File: src/design/pat_pkg.sv
`default_nettype none

package pat_pkg;

	localparam int PERIOD_WIDTH = 16;
	localparam int FIELD_W = 16;
	localparam int TOTAL_W = PERIOD_WIDTH + 1;
	localparam int TALLY_W = 16;
	localparam int OUT_W = 16;
	localparam int DIV_W = (TOTAL_W > FIELD_W) ? TOTAL_W : FIELD_W;
	localparam int DIV_CNT_W = $clog2(DIV_W);
	localparam int QDEPTH = 2;
	localparam int QPTR_W = (QDEPTH > 1) ? $clog2(QDEPTH) : 1;
	localparam int QCNT_W = $clog2(QDEPTH + 1);
	localparam int CFG_IDX_W = 2;

	localparam int PW_IN = (PERIOD_WIDTH < FIELD_W) ? PERIOD_WIDTH : FIELD_W;
	localparam logic [FIELD_W-1:0] PERIOD_MASK = FIELD_W'((64'd1 << PW_IN) - 64'd1);
	localparam logic [TOTAL_W-1:0] TOTAL_MAX = '1;
	localparam logic [TALLY_W-1:0] TALLY_MAX = '1;
	localparam logic [OUT_W-1:0] OUT_MAX = '1;

	localparam logic [FIELD_W-1:0] THRESHOLD_RESET = 16'd50000;
	localparam logic [FIELD_W-1:0] NUMERATOR_RESET = 16'd40000;

	localparam logic [CFG_IDX_W-1:0] REG_THRESHOLD = 2'd0;
	localparam logic [CFG_IDX_W-1:0] REG_NUMERATOR = 2'd1;

	localparam logic REQ_CAPTURE = 1'b0;
	localparam logic REQ_OVERFLOW = 1'b1;

	typedef struct packed {
		logic req_type;
		logic [FIELD_W-1:0] capture_period;
	} req_item_t;

	typedef struct packed {
		logic [OUT_W-1:0] average_period;
		logic [OUT_W-1:0] speed_value;
	} rsp_item_t;

	typedef struct packed {
		logic [TOTAL_W-1:0] total;
		logic [TALLY_W-1:0] tally;
	} job_t;

	typedef struct packed {
		logic push;
		logic pop;
	} queue_ctrl_t;

	typedef struct packed {
		logic valid;
		logic full;
	} queue_stat_t;

	typedef enum logic [1:0] {
		BK_IDLE,
		BK_AVG,
		BK_SPD,
		BK_DONE
	} back_state_t;

	typedef struct packed {
		logic pop;
		logic start_avg;
		logic zero_rsp;
		logic start_spd;
		logic skip_spd;
		logic fin_spd;
		logic load_rsp;
	} back_ctrl_t;

endpackage

`default_nettype wire

File: src/design/pat_front.sv
`default_nettype none

module pat_front (
	input  wire logic                          clk,
	input  wire logic                          arst_n,
	input  wire logic                          req_valid,
	output logic                               req_stall,
	input  wire pat_pkg::req_item_t            req,
	input  wire logic [pat_pkg::FIELD_W-1:0]   threshold,
	input  wire pat_pkg::queue_stat_t          q_stat,
	output logic                               q_push,
	output pat_pkg::job_t                      q_job
);
	import pat_pkg::*;

	localparam int CMP_W = (TOTAL_W > FIELD_W) ? TOTAL_W : FIELD_W;

	logic [TOTAL_W-1:0] total_q;
	logic [TALLY_W-1:0] tally_q;
	logic [TOTAL_W-1:0] period;
	logic [TOTAL_W:0]   sum;
	logic [TOTAL_W-1:0] total_nx;
	logic [TALLY_W-1:0] tally_nx;
	logic               accept;
	logic               overflow;
	logic               report;

	assign req_stall = q_stat.full;
	assign accept = req_valid && !req_stall;
	assign overflow = (req.req_type == REQ_OVERFLOW);

	always_comb begin
		period = TOTAL_W'(req.capture_period & PERIOD_MASK);
		sum = {1'b0, total_q} + {1'b0, period};
		total_nx = sum[TOTAL_W] ? TOTAL_MAX : sum[TOTAL_W-1:0];
		tally_nx = (tally_q == TALLY_MAX) ? tally_q : tally_q + 1'b1;
		report = overflow || (CMP_W'(total_nx) > CMP_W'(threshold));
	end

	assign q_push = accept && report;
	assign q_job.total = overflow ? total_q : total_nx;
	assign q_job.tally = overflow ? tally_q : tally_nx;

	always_ff @(posedge clk or negedge arst_n) begin
		if (!arst_n) begin
			total_q <= '0;
			tally_q <= '0;
		end else if (accept) begin
			if (report) begin
				total_q <= '0;
				tally_q <= '0;
			end else begin
				total_q <= total_nx;
				tally_q <= tally_nx;
			end
		end
	end

endmodule

`default_nettype wire

File: src/design/pat_queue.sv
`default_nettype none

module pat_queue (
	input  wire logic                 clk,
	input  wire logic                 arst_n,
	input  wire pat_pkg::queue_ctrl_t ctrl,
	input  wire pat_pkg::job_t        wr_job,
	output pat_pkg::queue_stat_t      stat,
	output pat_pkg::job_t             rd_job
);
	import pat_pkg::*;

	job_t              slot_q [QDEPTH];
	logic [QPTR_W-1:0] wr_ptr_q;
	logic [QPTR_W-1:0] rd_ptr_q;
	logic [QCNT_W-1:0] count_q;
	logic              do_push;
	logic              do_pop;

	assign stat.valid = (count_q != '0);
	assign stat.full = (count_q == QCNT_W'(QDEPTH));
	assign do_push = ctrl.push && !stat.full;
	assign do_pop = ctrl.pop && stat.valid;
	assign rd_job = slot_q[rd_ptr_q];

	always_ff @(posedge clk) begin
		if (do_push) begin
			slot_q[wr_ptr_q] <= wr_job;
		end
	end

	always_ff @(posedge clk or negedge arst_n) begin
		if (!arst_n) begin
			wr_ptr_q <= '0;
			rd_ptr_q <= '0;
			count_q <= '0;
		end else begin
			if (do_push) begin
				wr_ptr_q <= (wr_ptr_q == QPTR_W'(QDEPTH - 1)) ? '0 : wr_ptr_q + 1'b1;
			end
			if (do_pop) begin
				rd_ptr_q <= (rd_ptr_q == QPTR_W'(QDEPTH - 1)) ? '0 : rd_ptr_q + 1'b1;
			end
			unique case ({do_push, do_pop})
				2'b10: count_q <= count_q + 1'b1;
				2'b01: count_q <= count_q - 1'b1;
				default: count_q <= count_q;
			endcase
		end
	end

endmodule

`default_nettype wire

File: src/design/pat_back.sv
`default_nettype none

module pat_back (
	input  wire logic                        clk,
	input  wire logic                        arst_n,
	input  wire pat_pkg::queue_stat_t        q_stat,
	input  wire pat_pkg::job_t               q_job,
	output logic                             q_pop,
	input  wire logic [pat_pkg::FIELD_W-1:0] numerator,
	output logic                             rsp_valid,
	input  wire logic                        rsp_stall,
	output pat_pkg::rsp_item_t               rsp
);
	import pat_pkg::*;

	back_state_t          state_q;
	back_state_t          state_d;
	back_ctrl_t           ctl;
	logic [DIV_W:0]       rem_q;
	logic [DIV_W-1:0]     quo_q;
	logic [DIV_W-1:0]     dvs_q;
	logic [DIV_CNT_W-1:0] cnt_q;
	logic [OUT_W-1:0]     avg_q;
	logic [OUT_W-1:0]     spd_q;
	logic [DIV_W:0]       shifted;
	logic                 fits;
	logic [DIV_W:0]       rem_nx;
	logic [DIV_W-1:0]     quo_nx;
	logic [OUT_W-1:0]     avg_nx;
	logic                 last;
	logic                 rsp_free;
	logic                 tally_zero;

	always_comb begin
		shifted = {rem_q[DIV_W-1:0], quo_q[DIV_W-1]};
		fits = (shifted >= {1'b0, dvs_q});
		rem_nx = fits ? shifted - {1'b0, dvs_q} : shifted;
		quo_nx = {quo_q[DIV_W-2:0], fits};
		avg_nx = (quo_nx > DIV_W'(OUT_MAX)) ? OUT_MAX : quo_nx[OUT_W-1:0];
		last = (cnt_q == DIV_CNT_W'(DIV_W - 1));
	end

	assign rsp_free = !rsp_valid || !rsp_stall;
	assign tally_zero = (q_job.tally == '0);
	assign q_pop = ctl.pop;

	always_comb begin
		state_d = state_q;
		unique case (state_q)
			BK_IDLE: begin
				if (q_stat.valid) begin
					state_d = tally_zero ? BK_DONE : BK_AVG;
				end
			end
			BK_AVG: begin
				if (last) begin
					state_d = (avg_nx == '0) ? BK_DONE : BK_SPD;
				end
			end
			BK_SPD: begin
				if (last) begin
					state_d = BK_DONE;
				end
			end
			BK_DONE: begin
				if (rsp_free) begin
					state_d = BK_IDLE;
				end
			end
			default: state_d = BK_IDLE;
		endcase
	end

	always_comb begin
		ctl = '0;
		unique case (state_q)
			BK_IDLE: begin
				ctl.pop = q_stat.valid;
				ctl.start_avg = q_stat.valid && !tally_zero;
				ctl.zero_rsp = q_stat.valid && tally_zero;
			end
			BK_AVG: begin
				ctl.start_spd = last && (avg_nx != '0);
				ctl.skip_spd = last && (avg_nx == '0);
			end
			BK_SPD: begin
				ctl.fin_spd = last;
			end
			BK_DONE: begin
				ctl.load_rsp = rsp_free;
			end
			default: ctl = '0;
		endcase
	end

	always_ff @(posedge clk or negedge arst_n) begin
		if (!arst_n) begin
			state_q <= BK_IDLE;
			rsp_valid <= 1'b0;
		end else begin
			state_q <= state_d;
			if (ctl.load_rsp) begin
				rsp_valid <= 1'b1;
			end else if (!rsp_stall) begin
				rsp_valid <= 1'b0;
			end
		end
	end

	always_ff @(posedge clk) begin
		if (ctl.start_avg) begin
			rem_q <= '0;
			quo_q <= DIV_W'(q_job.total);
			dvs_q <= DIV_W'(q_job.tally);
			cnt_q <= '0;
		end else if (ctl.start_spd) begin
			rem_q <= '0;
			quo_q <= DIV_W'(numerator);
			dvs_q <= DIV_W'(avg_nx);
			cnt_q <= '0;
		end else if (state_q == BK_AVG || state_q == BK_SPD) begin
			rem_q <= rem_nx;
			quo_q <= quo_nx;
			cnt_q <= cnt_q + 1'b1;
		end
		if (ctl.zero_rsp) begin
			avg_q <= '0;
			spd_q <= '0;
		end
		if (ctl.start_spd || ctl.skip_spd) begin
			avg_q <= avg_nx;
		end
		if (ctl.skip_spd) begin
			spd_q <= '0;
		end
		if (ctl.fin_spd) begin
			spd_q <= quo_nx[OUT_W-1:0];
		end
		if (ctl.load_rsp) begin
			rsp.average_period <= avg_q;
			rsp.speed_value <= spd_q;
		end
	end

endmodule

`default_nettype wire

File: src/design/period_average_tachometer.sv
// A report becomes a queued job; the back end divides it and registers the result.
// Captures that cause no report are taken one per cycle while the job queue has room.
// Reports are carried out one at a time by a single shared restoring divider, one
// quotient bit per cycle; further reports wait in the job queue until it is free.
// Reset clears the period total, the tally, the job queue and the result valid flag,
// and loads the threshold and numerator registers with 50000 and 40000.
`default_nettype none

module period_average_tachometer (
	input  wire logic                          clk,
	input  wire logic                          arst_n,
	input  wire logic                          req_valid,
	output logic                               req_stall,
	input  wire pat_pkg::req_item_t            req,
	output logic                               rsp_valid,
	input  wire logic                          rsp_stall,
	output pat_pkg::rsp_item_t                 rsp,
	input  wire logic                          cfg_we,
	input  wire logic [pat_pkg::CFG_IDX_W-1:0] cfg_index,
	input  wire logic [pat_pkg::FIELD_W-1:0]   cfg_data
);
	import pat_pkg::*;

	logic [FIELD_W-1:0] threshold_q;
	logic [FIELD_W-1:0] numerator_q;
	queue_ctrl_t        q_ctrl;
	queue_stat_t        q_stat;
	job_t               wr_job;
	job_t               rd_job;
	logic               q_push;
	logic               q_pop;

	always_ff @(posedge clk or negedge arst_n) begin
		if (!arst_n) begin
			threshold_q <= THRESHOLD_RESET;
			numerator_q <= NUMERATOR_RESET;
		end else if (cfg_we) begin
			if (cfg_index == REG_THRESHOLD) begin
				threshold_q <= cfg_data;
			end
			if (cfg_index == REG_NUMERATOR) begin
				numerator_q <= cfg_data;
			end
		end
	end

	assign q_ctrl.push = q_push;
	assign q_ctrl.pop = q_pop;

	pat_front u_front (
		.clk       (clk),
		.arst_n    (arst_n),
		.req_valid (req_valid),
		.req_stall (req_stall),
		.req       (req),
		.threshold (threshold_q),
		.q_stat    (q_stat),
		.q_push    (q_push),
		.q_job     (wr_job)
	);

	pat_queue u_queue (
		.clk    (clk),
		.arst_n (arst_n),
		.ctrl   (q_ctrl),
		.wr_job (wr_job),
		.stat   (q_stat),
		.rd_job (rd_job)
	);

	pat_back u_back (
		.clk       (clk),
		.arst_n    (arst_n),
		.q_stat    (q_stat),
		.q_job     (rd_job),
		.q_pop     (q_pop),
		.numerator (numerator_q),
		.rsp_valid (rsp_valid),
		.rsp_stall (rsp_stall),
		.rsp       (rsp)
	);

endmodule

`default_nettype wire

File: config.mk
export PLATFORM = sky130hd
export DESIGN_NAME = period_average_tachometer
export DESIGN_NICKNAME = d
export VERILOG_FILES = /design/src/design/pat_pkg.sv /design/src/design/pat_front.sv /design/src/design/pat_queue.sv /design/src/design/pat_back.sv /design/src/design/period_average_tachometer.sv
export SDC_FILE = /design/constraint.sdc
export NUM_CORES = 1
export LEC_CHECK = 0
export ABC_AREA = 1
export BUFFER_PORTS_ARGS = -buffer_cell sky130_fd_sc_hd__clkbuf_2
export CAP_MARGIN = 20
export CELL_PAD_IN_SITES_DETAIL_PLACEMENT = 2
export CELL_PAD_IN_SITES_GLOBAL_PLACEMENT = 2
export CORE_ASPECT_RATIO = 1.4
export CORE_MARGIN = 3
export CORE_UTILIZATION = 36
export CTS_CLUSTER_DIAMETER = 150
export CTS_CLUSTER_SIZE = 40
export DETAILED_ROUTE_END_ITERATION = 6
export PLACE_DENSITY = 0.74
export SYNTH_ARGS = -nofsm -noshare
export SYNTH_HDL_FRONTEND = slang
export SYNTH_SLANG_ARGS = --single-unit
File: constraint.sdc
create_clock -name clk -period 4.6 [get_ports clk]
set_input_delay 0.23 -clock clk [delete_from_list [all_inputs] [get_ports clk]]
set_output_delay 0.23 -clock clk [all_outputs]
set_load 0.01 [all_outputs]
==> reports/qor.yml <==
final-instance-count-excl-fill: 1922
core-area_mm2: 0.03601
clock_path_buffers: 3
synth.area.top_cells: "edfxtp_1, dfrtp_1, nand2_1"
leakage_nw: 6.278
path_buf_inv: 3
syn-num-nets: 1484
min_period_ns: 4.151
place_congestion: 0.8307
synthCells: 1385
cts_tree: "built"
grt_usage_pct: 19.59
grt_pass1_wl_um: 61380
clk_pin_slew_ns: 0.15
arrival_ns: 4.54
ys_types: 56
synth_edf_count: 163
first_pass_iters: 4
dp_cells: 1892
slew_headroom_pct: 31.08
rr_worst_depth: 25
path_depth: 25
critPathMostFrequentCell: "nand2_1"
grt_max_degree: 66
crit_type: "flop to flop"
synth_flop_cell: "edfxtp_1"
drive_gt1_share_pct: 12.53
ys_top_cells_by_count: "nand2_1, inv_1, edfxtp_1, nor2_1, o21ai_0"
grt_overflow_total: 0
critPathCaptureType: "flop"
portBuffers: 73
antenna_found_initial: 0
yosysTopAreaCell: "edfxtp_1"
cts_root_buf: "clkbuf_16"
num_rows: 82
yosysWarnings: 0
crit_slowest_cell: "dfrtp_1"
antennaDiodeCount: 0
pwr_density_cell_mw_per_mm2: 668.4
drt_iter0_drc: 489
fin_util_pct: 40.54
slew_violations: 0
first_global_vias: 11060
holdWs_ns: -0.001896
initial_utilization_pct: 36.65
ir_drop_mv: 0.3120
max_stage_delay_ns: 0.42
critPathMaxFanout: 9
multi_input_area_mm2: 0.005215
synth_area_mm2: 0.01320
setup_viol: 0
ant_nets: 0
synth_seq_cells: 257
yosysMostFrequentCell: "nand2_1"
cts.sinks: 257
dpl-instance-area_mm2: 0.01406
fillers: 3938
p_total_w: 0.009758
violations: "hold timing"
avgSynthCellArea_um2: 9.531
path_delay_family: "simple AND/OR/NAND/NOR gates"
synth_top_cell_area_share_pct: 37.08
finalClockSkew_ns: 0.02757
outcome: "finished with violations"
fin_area_mm2: 0.01460
ys_async_sr_fraction_pct: 28.02
die-area_mm2: 0.03903
drt-vias-per-instance: 5.137
cts_made_buffers: 10
drc: 0
hold_viol: 1
min_period_over_period_pct: 90.25
yosysSeqAreaShare_pct: 54.17
wire_per_inst_um: 19.91
chipWidth_um: 167.8
die_h_um: 232.6
clkLatencyLatePin_ns: 0.51
htreeDepth: 1
area_delta_synth_final_pct: 10.61
cap_violations: 0
wl_um: 38270
max_slew.worst_pin.slew_ns: 1.031
hold_path.class: "input port to flop"
worst_ep_required_time_ns: 4.99
layout.nets: 1555
r2r_slack_ns: 0.45
startpoint_type: "flop"
vias: 9873
hpwl_um: 29530
max_freq_ghz: 0.2409
holdPathStages: 3
ios: 74
ff_latch_area_mm2: 0.007151
## cell usage in the layout (no fill, tap or decap), drive strengths merged, types with 3 or more instances in the layout
| master | Yosys | routed |
|---|---|---|
| or2 | 3 | 3 |
| nand4 | 16 | 16 |
| edfxtp | 163 | 163 |
| nand3b | 19 | 19 |
| clkbuf | 28 | 87 |
| mux2 | 16 | 16 |
| o21ai | 139 | 139 |
| a21o | 4 | 4 |
| nand3 | 57 | 57 |
| ha | 57 | 57 |
| xnor2 | 7 | 7 |
| dfxtp | 22 | 22 |
| mux2i | 17 | 17 |
| nor4 | 4 | 4 |
| nor2 | 153 | 153 |
| o21bai | 33 | 33 |
| dfstp | 11 | 11 |
| nand2 | 257 | 257 |
| buf | 19 | 25 |
| inv | 177 | 177 |
| nor3 | 9 | 9 |
| xor2 | 26 | 26 |
| dfrtp | 61 | 61 |
| o211ai | 5 | 5 |
| dlygate4sd3 | 0 | 9 |
| a21oi | 66 | 66 |
## where the power goes
part	switching (W)	total, W	internal (W)
registers	0.000384	0.00371	0.00332
clock network	0.000747	0.00121	0.000460
logic	0.00323	0.00484	0.00161
total	0.00436	0.00976	0.00540
## final cells by class
cell class              count  area share (%)
multi-input cells         903           35.72
inverters                 178           4.593
flip-flops and latches    257           48.98
clock buffers              15           1.988
well taps                 462           3.959
repair buffers            106           4.559
clock inverters             1          0.2057
## routing by layer
layer / share of wire (%) / track usage [%]
met1: 41 / 23.41
met2: 54 / 37.51
met3: 1.8 / 1.258
met4: 2.8 / 5.782
met5: 0 / 0
## repair_timing
action / 4_1_cts / 5_1_grt
endpoints found under the setup margin: 0 / 68
hold endpoints to repair: 28 / 0
gates resized for setup: 0 / 23
hold buffers: 9 / 0
setup buffers: 0 / 4
## worst min-delay path, delay by kind of cell
| kind | cells | cell delay [ns] |
|---|---|---|
| buf+inv | 2 | 0.18 |
| compound gates | 1 | 0.11 |
## state kept, by name, summed over array words and instances, names as in the netlist, 17 cells and up
register / count
u_back.quo_q: 17
u_back.rsp: 32
u_back.rem_q: 17
u_queue.slot_q: 66
u_front.total_q: 17
## path summary, 6_finish.rpt
kind | startpoint | to
setup / recovery | u_front.total_q[12] | u_queue.count_q[1]
hold / removal | cfg_data[8] | threshold_q[8]
setup reg to reg | u_front.total_q[12] | u_queue.count_q[1]
hold reg to reg | u_back.avg_q[4] | u_back.rsp[20]
max in group asynchronous | arst_n | threshold_q[11]
min in group asynchronous | arst_n | u_front.tally_q[15]
## logic make-up (layout without fill, tap and decap cells)
kind of cell,Yosys count,count (layout),share of synthesized area (%)
and+or+nand+nor,520,520,17.23
buffers and inverters,225,300,6.919
xor gates and xnor gates,33,33,2.190
adders and majority gates,59,59,5.706
muxes,33,33,2.654
DFF,257,257,54.17
AOI/OAI and AO/OA,258,258,11.13
## metrics by stage
step	TNS, ns	worst slack, ns
after global placement	0	0.2634
final	0	0.4485
after global routing	-0.01117	-0.01117
after floorplan	0	0.4454
after detailed placement	0	0.05226
after CTS	0	0.03706
Note: power is estimated with default switching activity, not from simulation.
